<file path="config.mk">
export PLATFORM = sky130hd
export DESIGN_NAME = vlsd_record_framer
export DESIGN_NICKNAME = d
export VERILOG_FILES = /design/src/hw/rtl/vrf_pkg.sv /design/src/hw/rtl/vlsd_record_framer.sv /design/src/hw/rtl/vrf_front.sv /design/src/hw/rtl/vrf_queue.sv /design/src/hw/rtl/vrf_back.sv
export SDC_FILE = /design/constraint.sdc
export NUM_CORES = 1
export LEC_CHECK = 0
export BUFFER_PORTS_ARGS = -buffer_cell sky130_fd_sc_hd__buf_2
export CORE_UTILIZATION = 47
export DETAILED_ROUTE_END_ITERATION = 10
export PLACE_DENSITY = 0.74
export RECOVER_POWER = 25
export SETUP_SLACK_MARGIN = 0.4
export SLEW_MARGIN = 25
export SYNTH_ARGS = -nofsm -noshare
export SYNTH_HDL_FRONTEND = slang
export SYNTH_SLANG_ARGS = --single-unit
</file>
<file path="constraint.sdc">
create_clock -name clk -period 16.5 [get_ports clk]
set_input_delay 1.65 -clock clk [delete_from_list [all_inputs] [get_ports clk]]
set_output_delay 1.65 -clock clk [all_outputs]
set_load 0.02 [all_outputs]
</file>
<file path="src/hw/rtl/vrf_pkg.sv">
// ----------------------------------------------------------------------------
// vrf_pkg: shared types and constants of the VLSD record framer
// Command and status codes, job descriptor, config bundle, offset truncation.
// ----------------------------------------------------------------------------
package vrf_pkg;

  localparam int LENGTH_BYTES = 4;
  localparam int ID_BYTES_MAX = 8;
  localparam int QDEPTH       = 2;
  localparam int QPTR_W       = (QDEPTH > 1) ? $clog2(QDEPTH) : 1;
  localparam int QCNT_W       = $clog2(QDEPTH + 1);

  typedef enum logic [1:0] {
    CMD_BEGIN        = 2'd0,
    CMD_DATA         = 2'd1,
    CMD_CLEAR_OFFSET = 2'd2
  } cmd_t;

  typedef enum logic [1:0] {
    ST_OK         = 2'd0,
    ST_OVERFLOW   = 2'd1,
    ST_NO_PENDING = 2'd2
  } status_t;

  typedef enum logic [1:0] {
    CFG_OFFSET_SIZE = 2'd0,
    CFG_ID_BYTES    = 2'd1,
    CFG_ID_VALUE    = 2'd2
  } cfg_idx_t;

  typedef enum logic {
    JOB_SINGLE = 1'b0,
    JOB_HEADER = 1'b1
  } job_kind_t;

  typedef struct packed {
    logic [1:0]  size_code;
    logic [3:0]  id_bytes;
    logic [63:0] id_value;
  } cfg_t;

  // one entry of the front-to-back queue
  typedef struct packed {
    job_kind_t   kind;
    logic [31:0] len;
    logic [7:0]  data;
    logic        byte_valid;
    logic        rec_end;
    status_t     status;
    logic [63:0] offset;
    logic [63:0] count;
    logic [63:0] total;
  } job_t;

  function automatic logic [63:0] trunc_offset(input logic [63:0] v, input logic [1:0] code);
    logic [63:0] r;
    case (code)
      2'd0:    r = {56'd0, v[7:0]};
      2'd1:    r = {48'd0, v[15:0]};
      2'd2:    r = {32'd0, v[31:0]};
      default: r = v;
    endcase
    return r;
  endfunction

endpackage

</file>
<file path="src/hw/rtl/vlsd_record_framer.sv">
// An item's first result passes the job queue and then the output register.
// While results are popped, data bytes go at 1 item per cycle; a begin in range
// holds the serializer for record_id_bytes (max 8) id bytes and 4 length bytes,
// one header byte per cycle. Input stalls only when the 2-entry queue is full.
// Reset (rst_n low, synchronous) clears offset, counters, queue and output valid;
// config returns to offset_size_code 2, record id size 0 and value 0.
// ----------------------------------------------------------------------------
// vlsd_record_framer: VLSD record framer top level
// Config registers, decode front, job queue and serializer back.
// ----------------------------------------------------------------------------
module vlsd_record_framer (
  input  logic        clk,
  input  logic        rst_n,
  input  logic        push,
  output logic        full,
  input  logic [1:0]  in_cmd,
  input  logic [31:0] in_payload_length,
  input  logic [7:0]  in_data_byte,
  output logic        empty,
  input  logic        pop,
  output logic [7:0]  out_byte,
  output logic        out_byte_valid,
  output logic        out_last,
  output logic        out_record_end,
  output logic [1:0]  out_status,
  output logic [63:0] out_offset_value,
  output logic [63:0] out_record_count,
  output logic [63:0] out_payload_total,
  input  logic        cfg_valid,
  output logic        cfg_ready,
  input  logic [1:0]  cfg_index,
  input  logic [63:0] cfg_data
);

  vrf_pkg::cfg_t cfg_r, cfg_nxt;
  vrf_pkg::job_t front_job, head_job;
  logic          accept, job_push, job_pop, head_valid;

  assign cfg_ready = 1'b1;
  assign accept    = push & ~full;

  always_comb begin
    cfg_nxt = cfg_r;
    if (cfg_valid && cfg_ready) begin
      case (cfg_index)
        vrf_pkg::CFG_OFFSET_SIZE: cfg_nxt.size_code = cfg_data[1:0];
        vrf_pkg::CFG_ID_BYTES:    cfg_nxt.id_bytes  = cfg_data[3:0];
        vrf_pkg::CFG_ID_VALUE:    cfg_nxt.id_value  = cfg_data;
        default: begin
        end
      endcase
    end
  end

  always_ff @(posedge clk) begin
    if (!rst_n) begin
      cfg_r.size_code <= 2'd2;
      cfg_r.id_bytes  <= 4'd0;
      cfg_r.id_value  <= 64'd0;
    end else begin
      cfg_r <= cfg_nxt;
    end
  end

  vrf_front u_front (
    .clk            (clk),
    .rst_n          (rst_n),
    .accept         (accept),
    .cmd            (in_cmd),
    .payload_length (in_payload_length),
    .data_byte      (in_data_byte),
    .cfg            (cfg_r),
    .job_push       (job_push),
    .job            (front_job)
  );

  vrf_queue u_queue (
    .clk        (clk),
    .rst_n      (rst_n),
    .push       (job_push),
    .push_job   (front_job),
    .full       (full),
    .pop        (job_pop),
    .head_valid (head_valid),
    .head_job   (head_job)
  );

  vrf_back u_back (
    .clk               (clk),
    .rst_n             (rst_n),
    .cfg               (cfg_r),
    .head_valid        (head_valid),
    .head_job          (head_job),
    .job_pop           (job_pop),
    .pop               (pop),
    .empty             (empty),
    .out_byte          (out_byte),
    .out_byte_valid    (out_byte_valid),
    .out_last          (out_last),
    .out_record_end    (out_record_end),
    .out_status        (out_status),
    .out_offset_value  (out_offset_value),
    .out_record_count  (out_record_count),
    .out_payload_total (out_payload_total)
  );

endmodule

</file>
<file path="src/hw/rtl/vrf_front.sv">
// ----------------------------------------------------------------------------
// vrf_front: command decode and record bookkeeping
// Checks offset range, advances counters and posts one job per result run.
// ----------------------------------------------------------------------------
module vrf_front (
  input  logic          clk,
  input  logic          rst_n,
  input  logic          accept,
  input  logic [1:0]    cmd,
  input  logic [31:0]   payload_length,
  input  logic [7:0]    data_byte,
  input  vrf_pkg::cfg_t cfg,
  output logic          job_push,
  output vrf_pkg::job_t job
);

  logic [63:0] run_off_r, run_off_nxt;
  logic [31:0] pend_r, pend_nxt;
  logic [63:0] rec_cnt_r, rec_cnt_nxt;
  logic [63:0] pay_sum_r, pay_sum_nxt;
  logic [64:0] next_off;
  logic        ovf;

  assign next_off = {1'b0, run_off_r} + 65'(vrf_pkg::LENGTH_BYTES) + {33'd0, payload_length};

  always_comb begin
    case (cfg.size_code)
      2'd0:    ovf = |next_off[64:8];
      2'd1:    ovf = |next_off[64:16];
      2'd2:    ovf = |next_off[64:32];
      default: ovf = next_off[64] | (&next_off[63:0]);
    endcase
  end

  always_comb begin
    run_off_nxt    = run_off_r;
    pend_nxt       = pend_r;
    rec_cnt_nxt    = rec_cnt_r;
    pay_sum_nxt    = pay_sum_r;
    job_push       = 1'b0;
    job.kind       = vrf_pkg::JOB_SINGLE;
    job.len        = payload_length;
    job.data       = 8'd0;
    job.byte_valid = 1'b0;
    job.rec_end    = 1'b0;
    job.status     = vrf_pkg::ST_OK;
    job.offset     = vrf_pkg::trunc_offset(run_off_r, cfg.size_code);
    job.count      = rec_cnt_r;
    job.total      = pay_sum_r;
    if (accept) begin
      case (cmd)
        vrf_pkg::CMD_BEGIN: begin
          job_push = 1'b1;
          if (ovf) begin
            job.status = vrf_pkg::ST_OVERFLOW;
          end else begin
            job.kind    = vrf_pkg::JOB_HEADER;
            run_off_nxt = next_off[63:0];
            pend_nxt    = payload_length;
            rec_cnt_nxt = rec_cnt_r + 64'd1;
            pay_sum_nxt = pay_sum_r + {32'd0, payload_length};
            job.count   = rec_cnt_nxt;
            job.total   = pay_sum_nxt;
          end
        end
        vrf_pkg::CMD_DATA: begin
          job_push = 1'b1;
          if (pend_r == 32'd0) begin
            job.status = vrf_pkg::ST_NO_PENDING;
          end else begin
            pend_nxt       = pend_r - 32'd1;
            job.data       = data_byte;
            job.byte_valid = 1'b1;
            job.rec_end    = (pend_r == 32'd1);
          end
        end
        vrf_pkg::CMD_CLEAR_OFFSET: begin
          run_off_nxt = 64'd0;
        end
        default: begin
        end
      endcase
    end
  end

  always_ff @(posedge clk) begin
    if (!rst_n) begin
      run_off_r <= 64'd0;
      pend_r    <= 32'd0;
      rec_cnt_r <= 64'd0;
      pay_sum_r <= 64'd0;
    end else begin
      run_off_r <= run_off_nxt;
      pend_r    <= pend_nxt;
      rec_cnt_r <= rec_cnt_nxt;
      pay_sum_r <= pay_sum_nxt;
    end
  end

endmodule

</file>
<file path="src/hw/rtl/vrf_queue.sv">
// ----------------------------------------------------------------------------
// vrf_queue: short job queue between front and back
// Register FIFO; push and pop may happen in the same cycle.
// ----------------------------------------------------------------------------
module vrf_queue (
  input  logic          clk,
  input  logic          rst_n,
  input  logic          push,
  input  vrf_pkg::job_t push_job,
  output logic          full,
  input  logic          pop,
  output logic          head_valid,
  output vrf_pkg::job_t head_job
);

  vrf_pkg::job_t                mem_r [vrf_pkg::QDEPTH];
  logic [vrf_pkg::QPTR_W-1:0]   wr_ptr_r, wr_ptr_nxt;
  logic [vrf_pkg::QPTR_W-1:0]   rd_ptr_r, rd_ptr_nxt;
  logic [vrf_pkg::QCNT_W-1:0]   cnt_r, cnt_nxt;
  logic                         do_push, do_pop;

  assign full       = (cnt_r == vrf_pkg::QCNT_W'(vrf_pkg::QDEPTH));
  assign head_valid = (cnt_r != '0);
  assign head_job   = mem_r[rd_ptr_r];
  assign do_push    = push & ~full;
  assign do_pop     = pop & head_valid;

  function automatic logic [vrf_pkg::QPTR_W-1:0] ptr_inc(input logic [vrf_pkg::QPTR_W-1:0] p);
    logic [vrf_pkg::QPTR_W-1:0] r;
    if (p == vrf_pkg::QPTR_W'(vrf_pkg::QDEPTH - 1)) r = '0;
    else r = p + 1'b1;
    return r;
  endfunction

  always_comb begin
    wr_ptr_nxt = do_push ? ptr_inc(wr_ptr_r) : wr_ptr_r;
    rd_ptr_nxt = do_pop ? ptr_inc(rd_ptr_r) : rd_ptr_r;
    cnt_nxt    = cnt_r;
    if (do_push && !do_pop) cnt_nxt = cnt_r + 1'b1;
    else if (!do_push && do_pop) cnt_nxt = cnt_r - 1'b1;
  end

  always_ff @(posedge clk) begin
    if (do_push) mem_r[wr_ptr_r] <= push_job;
  end

  always_ff @(posedge clk) begin
    if (!rst_n) begin
      wr_ptr_r <= '0;
      rd_ptr_r <= '0;
      cnt_r    <= '0;
    end else begin
      wr_ptr_r <= wr_ptr_nxt;
      rd_ptr_r <= rd_ptr_nxt;
      cnt_r    <= cnt_nxt;
    end
  end

endmodule

</file>
<file path="src/hw/rtl/vrf_back.sv">
// ----------------------------------------------------------------------------
// vrf_back: result serializer
// Expands header jobs into id and length bytes; feeds the output register.
// ----------------------------------------------------------------------------
module vrf_back (
  input  logic           clk,
  input  logic           rst_n,
  input  vrf_pkg::cfg_t  cfg,
  input  logic           head_valid,
  input  vrf_pkg::job_t  head_job,
  output logic           job_pop,
  input  logic           pop,
  output logic           empty,
  output logic [7:0]     out_byte,
  output logic           out_byte_valid,
  output logic           out_last,
  output logic           out_record_end,
  output logic [1:0]     out_status,
  output logic [63:0]    out_offset_value,
  output logic [63:0]    out_record_count,
  output logic [63:0]    out_payload_total
);

  logic [3:0]  beat_r, beat_nxt;
  logic        ovalid_r, ovalid_nxt;
  logic [7:0]  byte_r;
  logic        bvalid_r, last_r, rend_r;
  logic [1:0]  status_r;
  logic [63:0] offset_r, count_r, total_r;

  logic [3:0]  idn, total_beats, len_idx;
  logic        load, last_beat;
  logic [7:0]  hdr_byte, res_byte;
  logic        res_valid, res_rend;
  logic [1:0]  res_status;

  assign idn         = (cfg.id_bytes > 4'(vrf_pkg::ID_BYTES_MAX)) ?
                       4'(vrf_pkg::ID_BYTES_MAX) : cfg.id_bytes;
  assign total_beats = idn + 4'(vrf_pkg::LENGTH_BYTES);
  assign len_idx     = beat_r - idn;
  assign last_beat   = (head_job.kind == vrf_pkg::JOB_SINGLE) ||
                       (beat_r == total_beats - 4'd1);
  assign load        = head_valid & (~ovalid_r | pop);
  assign job_pop     = load & last_beat;

  always_comb begin
    if (beat_r < idn) hdr_byte = cfg.id_value[beat_r[2:0]*8 +: 8];
    else hdr_byte = head_job.len[len_idx[1:0]*8 +: 8];
  end

  always_comb begin
    if (head_job.kind == vrf_pkg::JOB_HEADER) begin
      res_byte   = hdr_byte;
      res_valid  = 1'b1;
      res_rend   = last_beat && (head_job.len == 32'd0);
      res_status = vrf_pkg::ST_OK;
    end else begin
      res_byte   = head_job.data;
      res_valid  = head_job.byte_valid;
      res_rend   = head_job.rec_end;
      res_status = head_job.status;
    end
  end

  always_comb begin
    beat_nxt   = beat_r;
    ovalid_nxt = ovalid_r;
    if (pop && ovalid_r) ovalid_nxt = 1'b0;
    if (load) begin
      ovalid_nxt = 1'b1;
      beat_nxt   = last_beat ? 4'd0 : beat_r + 4'd1;
    end
  end

  always_ff @(posedge clk) begin
    if (!rst_n) begin
      beat_r   <= 4'd0;
      ovalid_r <= 1'b0;
    end else begin
      beat_r   <= beat_nxt;
      ovalid_r <= ovalid_nxt;
    end
  end

  always_ff @(posedge clk) begin
    if (load) begin
      byte_r   <= res_byte;
      bvalid_r <= res_valid;
      last_r   <= last_beat;
      rend_r   <= res_rend;
      status_r <= res_status;
      offset_r <= head_job.offset;
      count_r  <= head_job.count;
      total_r  <= head_job.total;
    end
  end

  assign empty             = ~ovalid_r;
  assign out_byte          = byte_r;
  assign out_byte_valid    = bvalid_r;
  assign out_last          = last_r;
  assign out_record_end    = rend_r;
  assign out_status        = status_r;
  assign out_offset_value  = offset_r;
  assign out_record_count  = count_r;
  assign out_payload_total = total_r;

endmodule

</file>
==> flow_summary.json, run 1 <==
{
  "worstSetupPathType": "in -> reg",
  "vias": 30600,
  "ys_seq_elements": 983,
  "hold_violations": 0,
  "place_area_um2": 47200,
  "drc": 0,
  "status": "finished with violations",
  "setup_slack_ps": 7510,
  "worstPathArrival_ps": 9290,
  "syn_area_per_cell_um2": 12.2,
  "synth-main-ff-cell": "edfxtp_1",
  "grt_pass1_vias": 29300,
  "viasPerCell": 5.83,
  "cts_root_buf": "clkbuf_16",
  "synth_cells": 3646,
  "clock_sink_count": 983,
  "wire_per_inst_um": 23.0,
  "dieWidth_um": 310,
  "maxCapViolCount": 7,
  "cp-end-kind": "flip-flop",
  "violations": "max-capacitance violations, max-slew violations",
  "worstPathRequired_ps": 16800,
  "preCtsSetupSlack_ps": 7500,
  "cts_made_buffers": 98,
  "timing.final.crit_share": 0.545,
  "area_growth_pct": 13.3,
  "grt_overflow": 0,
  "fin_tns_setup_ps": 0,
  "start_util": 0.475,
  "clk_pin_slew_worst_paths_ps": 60,
  "pwr-share-comb": 0.217,
  "layout-drive-gt1-share": 0.191,
  "worst_pin_slew_ps": 8520,
  "synthArstFlopShare": 0,
  "synth_warnings": 0,
  "io_buffer_count": 319,
  "synth-edff-count": 679,
  "cts_tree": "built",
  "cts_resized": 0,
  "grt_pass1_wl_um": 180000,
  "antenna_found_initial": 13,
  "finalInstanceArea_um2": 50400,
  "syn-num-nets": 3867,
  "power_density_nw_per_um2": 139,
  "place_congestion": 1.01,
  "power_frac_seq": 0.463,
  "reg2reg_slack_ps": 8100,
  "worstSetupStartpointType": "primary input",
  "syn_area_um2": 44500,
  "clock_power_share": 0.320,
  "cts.path.max_buffers": 3,
  "internal_power_w": 0.00491,
  "relSlewSlack": -4.68,
  "drv_slew": 393,
  "fmax_mhz": 111,
  "io-pin-count": 321,
  "finalPower_w": 0.00703,
  "die_h_um": 310,
  "finalSetupViolCount": 0,
  "ctsHoldBuffers": 0,
  "worst_clock_skew_ps": 74.5,
  "core-area_um2": 93600,
  "grt_max_degree": 140,
  "drt_iter0_drc": 2888,
  "synth_cell_types": 92,
  "dp_hpwl_um": 84000,
  "drtPass1Iterations": 6,
  "grt.total_usage": 0.248,
  "clkLatencyLatePin_ps": 720,
  "worst-path-max-fanout": 139,
  "die_area_um2": 95900,
  "fillers": 7927,
  "num_rows": 112,
  "fin_crit_ps": 8990,
  "ir_drop_v": 0.000140,
  "h-tree-depth": 3,
  "rsz0062_at_grt": "false",
  "post-cts-setup-buffers": 0,
  "power_leakage_nw": 18.5,
  "wirelength_um": 121000,
  "hold_path_class": "reg -> reg",
  "layout.nets": 4123,
  "ant_nets": 0,
  "sw_frac_of_total": 0.303,
  "seq_area_frac_synth": 0.595,
  "power_switching_w": 0.00213
}
power groups by stage:
stage                     Combinational (W)  Sequential [W]  Clock, W
final                               0.00153         0.00326   0.00225
after global routing                0.00164         0.00329   0.00238
after CTS                           0.00156         0.00321   0.00229
after detailed placement            0.00155         0.00325         0
after global placement              0.00154         0.00325         0
after floorplan                    0.000765         0.00360         0
final timing paths:
check,startpoint,end,cells after the start
max,pop,u_back.out_offset_value[42],5
max reg2reg,u_back.ovalid_r,u_back.out_offset_value[42],5
min,cfg_r[50],cfg_r[50],2
min reg2reg,cfg_r[50],cfg_r[50],2
Yosys cell counts (all sizes together), types with 13 or more instances:
master,number,area [um2]
o21ai,88,448
a21o,37,278
nor2,191,722
mux2i,58,581
nor4,35,225
edfxtp,679,20400
or2,15,93.8
o21a,17,128
buf,55,278
a2111oi,25,382
o2111ai,25,225
ha,105,1310
o211ai,35,268
a22oi,20,150
nand3b,18,135
nand2,354,1330
or4,13,101
mux2,232,2610
o22ai,17,106
dfxtp,304,6090
and3,63,394
inv,55,206
nand2b,34,213
nand3,88,440
or3,38,238
xnor2,106,928
and2,136,851
xor2,64,561
nor2b,18,113
and4,15,131
nor3,73,365
clkbuf,147,554
mux4,32,721
nand4,46,288
a31oi,23,150
a21oi,235,1180
a211oi,29,228
cell families (layout without fill, tap and decap cells):
group,Yosys count,in the layout,synth area share
other cells,1,8,0.0000843
xor+xnor,170,170,0.0335
compound gates,649,649,0.0991
mux,322,322,0.0879
flops,983,983,0.595
simple gates,1156,1156,0.130
buf+inv,257,597,0.0233
fa+ha+maj,108,108,0.0309
state kept, by name, indices dropped and copies added, names as in the netlist, 2 cells and up, named ones only:
register / cells
u_queue.mem_r: 474
cfg_r: 70
u_back.out_offset_value: 64
u_back.out_payload_total: 64
u_back.out_record_count: 64
u_front.pay_sum_r: 64
u_front.rec_cnt_r: 64
u_front.run_off_r: 64
u_front.pend_r: 32
u_back.out_byte: 8
u_back.beat_r: 4
u_back.out_status: 2
u_queue.cnt_r: 2
cell usage in the layout, fill, tap and decap left out, types with 93 or more instances in the layout:
| cell type | count |
|---|---|
| edfxtp_1 | 679 |
| nand2_1 | 353 |
| dfxtp_1 | 303 |
| buf_2 | 254 |
| a21oi_1 | 232 |
| mux2_2 | 214 |
| nor2_1 | 185 |
| and2_1 | 119 |
| xnor2_1 | 106 |
| ha_1 | 105 |
| clkbuf_16 | 100 |
| clkbuf_1 | 93 |
layout make-up:
| type | count | area (um2) | area share |
|---|---|---|---|
| flip-flops and latches | 983 | 26500 | 0.525 |
| multi-input cells | 2406 | 17100 | 0.338 |
| clock buffers | 132 | 2720 | 0.0540 |
| repair buffers | 358 | 1810 | 0.0359 |
| well taps | 1254 | 1570 | 0.0311 |
| clock inverters | 52 | 561 | 0.0111 |
| inverters | 55 | 209 | 0.00414 |
| diodes | 7 | 17.5 | 0.000347 |
layer usage:
metal  up-vias  GRT usage  part of all wire  wire length [um]
met5         -          0           0.00021                25
met4         4      0.107             0.040              4870
met3       246     0.0384             0.066              8020
met2      1207      0.410              0.48             57800
met1     15000      0.325              0.41             50000
li1      14100          -                 -                 -
metrics by stage:
stage          utilization  std cells  hold slack, ps
2_1_floorplan            -       3646             433
3_3_place_gp         0.504       5055             440
3_5_place_dp         0.504       5055             447
4_1_cts              0.539       5239             455
5_1_grt              0.539       5247             468
6_report             0.539       5247             451
worst max-delay path, stage by stage:
cell      delay, ps
buf_2            80
nor2_1          100
nor2_4          150
clkbuf_1       5890
buf_4          1340
Power figures use the tool's default switching activity.
==> inputs of run 2 (changes only) <==
Settings changed: ABC_AREA set to 1, PLACE_DENSITY 0.74 to 0.73.
Clock period 16.5 ns to 9.3 ns, I/O delays scaled along.
==> flow_summary.json, run 2 <==
{
  "status": "finished with violations",
  "violations": "max-capacitance violations, max-slew violations",
  "worst_pin_slew_ps": 5720,
  "cts_root_buf": "clkbuf_16",
  "reg_top3": "u_queue.mem_r: 474 flops, cfg_r: 70 flops",
  "place_inst": 7281,
  "worst-path-max-fanout": 124,
  "hold_path_class": "reg -> reg",
  "ant_nets": 0,
  "grt_max_degree": 169,
  "viasPerCell": 5.27,
  "grt_pass1_vias": 36900,
  "drv_slew": 353,
  "cts.path.max_buffers": 3,
  "dp_hpwl_um": 104000,
  "fmax_mhz": 139,
  "maxCapViolCount": 5,
  "drt_iter0_drc": 3609,
  "hold_path_depth": 2,
  "layout.nets": 6238,
  "h-tree-depth": 3,
  "antenna_found_initial": 13,
  "grt_pass1_wl_um": 215000,
  "hold_violations": 0,
  "cp-end-kind": "flip-flop",
  "worstHoldStart": "cfg_r[2]",
  "wirelength_um": 141000,
  "seq_area_frac_synth": 0.549,
  "synth_cell_types": 61,
  "cts_made_buffers": 102,
  "synth_cells": 5757,
  "fin_tns_setup_ps": 0,
  "io-pin-count": 321,
  "synth_common_cells": "1796 x nand2_1, 679 x edfxtp_1, 657 x nor2_1",
  "die_h_um": 322,
  "dieWidth_um": 322,
  "synth-main-ff-cell": "edfxtp_1",
  "power_leakage_nw": 23.0,
  "worstPathRequired_ps": 9440,
  "synth_area_leaders": "edfxtp_1 42%, nand2_1 14%, dfxtp_1 13%",
  "r2r_end": "u_back.out_payload_total[34]",
  "layout-drive-gt1-share": 0.0648,
  "synth_most_common_cell": "nand2_1",
  "worstSetupStartpointType": "flip-flop",
  "start_util": 0.474,
  "ctsHoldBuffers": 0,
  "ir_drop_v": 0.000219,
  "synth-edff-count": 679,
  "syn_area_per_cell_um2": 8.38,
  "area_growth_pct": 12.5,
  "largest_reg_flops": 474,
  "worstPathArrival_ps": 7320,
  "preCtsSetupSlack_ps": 2850,
  "core-area_um2": 102000,
  "stdcell_count": 7480,
  "vias": 39400,
  "relSlewSlack": -2.82,
  "timing.final.crit_share": 0.772,
  "grt_overflow": 0,
  "worstSetupPathType": "reg -> reg",
  "cts_tree": "built",
  "grt.total_usage": 0.268,
  "layout_commonest_cell": "nand2_1",
  "clock_sink_count": 983,
  "rsz0062_at_grt": "false",
  "syn-num-nets": 5978,
  "ys_seq_elements": 983,
  "power_density_nw_per_um2": 243,
  "drc": 0,
  "io_buffer_count": 319,
  "top_register": "u_queue.mem_r",
  "layout_common_cells": "1795 x nand2_1, 679 x edfxtp_1, 653 x nor2_1",
  "synth_top_cell_by_area": "edfxtp_1",
  "cts_resized": 0,
  "setup_slack_ps": 2120,
  "yosysTopAreaCellShare": 0.423,
  "clkLatencyLatePin_ps": 710,
  "wire_per_inst_um": 18.8,
  "die_area_um2": 104000,
  "synthArstFlopShare": 0,
  "drtPass1Iterations": 6,
  "reg2reg_depth": 3,
  "post-cts-setup-buffers": 0,
  "fin_crit_ps": 7180,
  "num_rows": 117,
  "syn_area_um2": 48200,
  "hold_end": "cfg_r[2]",
  "r2r-start": "u_queue.cnt_r[0]",
  "finalSetupViolCount": 0,
  "worst_clock_skew_ps": 40.4,
  "clk_pin_slew_worst_paths_ps": 60,
  "reg2reg_slack_ps": 2120,
  "place_congestion": 1.05,
  "synth_warnings": 0
}
-- run 2: how the worst max path moves through the flow --
stage                          start                      endpoint  slack (ps)  depth (start not counted)
6_report            u_queue.cnt_r[0]  u_back.out_payload_total[34]        2120                          3
4_1_cts        in_payload_length[11]            u_front.pend_r[15]        3570                         23
5_1_grt             u_queue.cnt_r[0]  u_back.out_payload_total[39]        1550                          3
3_3_place_gp   in_payload_length[13]            u_front.pend_r[27]        2840                         23
2_1_floorplan                    pop              u_queue.cnt_r[1]         950                          8
3_5_place_dp   in_payload_length[11]            u_front.pend_r[15]        2850                         23
-- run 2: stage by stage --
step                hold slack [ps]  utilization  instance area [um2]  power, W
floorplan                       420            -                48200   0.00805
global placement                429        0.501                51000   0.00908
detailed placement              434        0.501                51000   0.00911
CTS                             443        0.536                54500    0.0133
global route                    465        0.533                54300    0.0138
finish                          442        0.533                54300    0.0132
-- run 2: cell families (layout without fill, tap and decap cells) --
group                    count (synthesis)  after routing  synth area share
buffers and inverters                  848           1198            0.0686
multiplexers                            16             16           0.00332
other                                    1              6         0.0000777
AND/OR/NAND/NOR                       3057           3057             0.259
flip-flops                             983            983             0.549
adder cells (fa/ha/maj)                108            108            0.0285
AO/OA/AOI/OAI                          601            601            0.0657
XOR/XNOR                               143            143            0.0260
-- run 2: routing by layer --
| layer | vias up | track usage | share of wire |
|---|---|---|---|
| met1 | 18500 | 0.364 | 0.44 |
| li1 | 19400 | - | - |
| met4 | 16 | 0.0869 | 0.030 |
| met2 | 1323 | 0.437 | 0.46 |
| met5 | - | 0 | 0.00080 |
| met3 | 237 | 0.0421 | 0.067 |
-- run 2: worst max-delay path, cell delays in order (launching register included) --
cell and delay, ps:
dfxtp_1 340, inv_1 90, a21oi_1 1610, clkdlybuf4s25_1 4240
-- run 2: cell type report --
cell class              count  area [um2]
flip-flops and latches    983       26500
multi-input cells        3926       18500
well taps                1368        1710
clock inverters            60         607
fillers                  9429       47500
inverters                 653        2460
repair buffers            351        1630
clock buffers             134        2880
diodes                      5        12.5
-- run 2: power breakdown --
part	total (W)	switching [W]	internal, W
clock network	0.00417	0.00179	0.00238
logic	0.00305	0.00230	0.000753
registers	0.00595	0.000307	0.00565
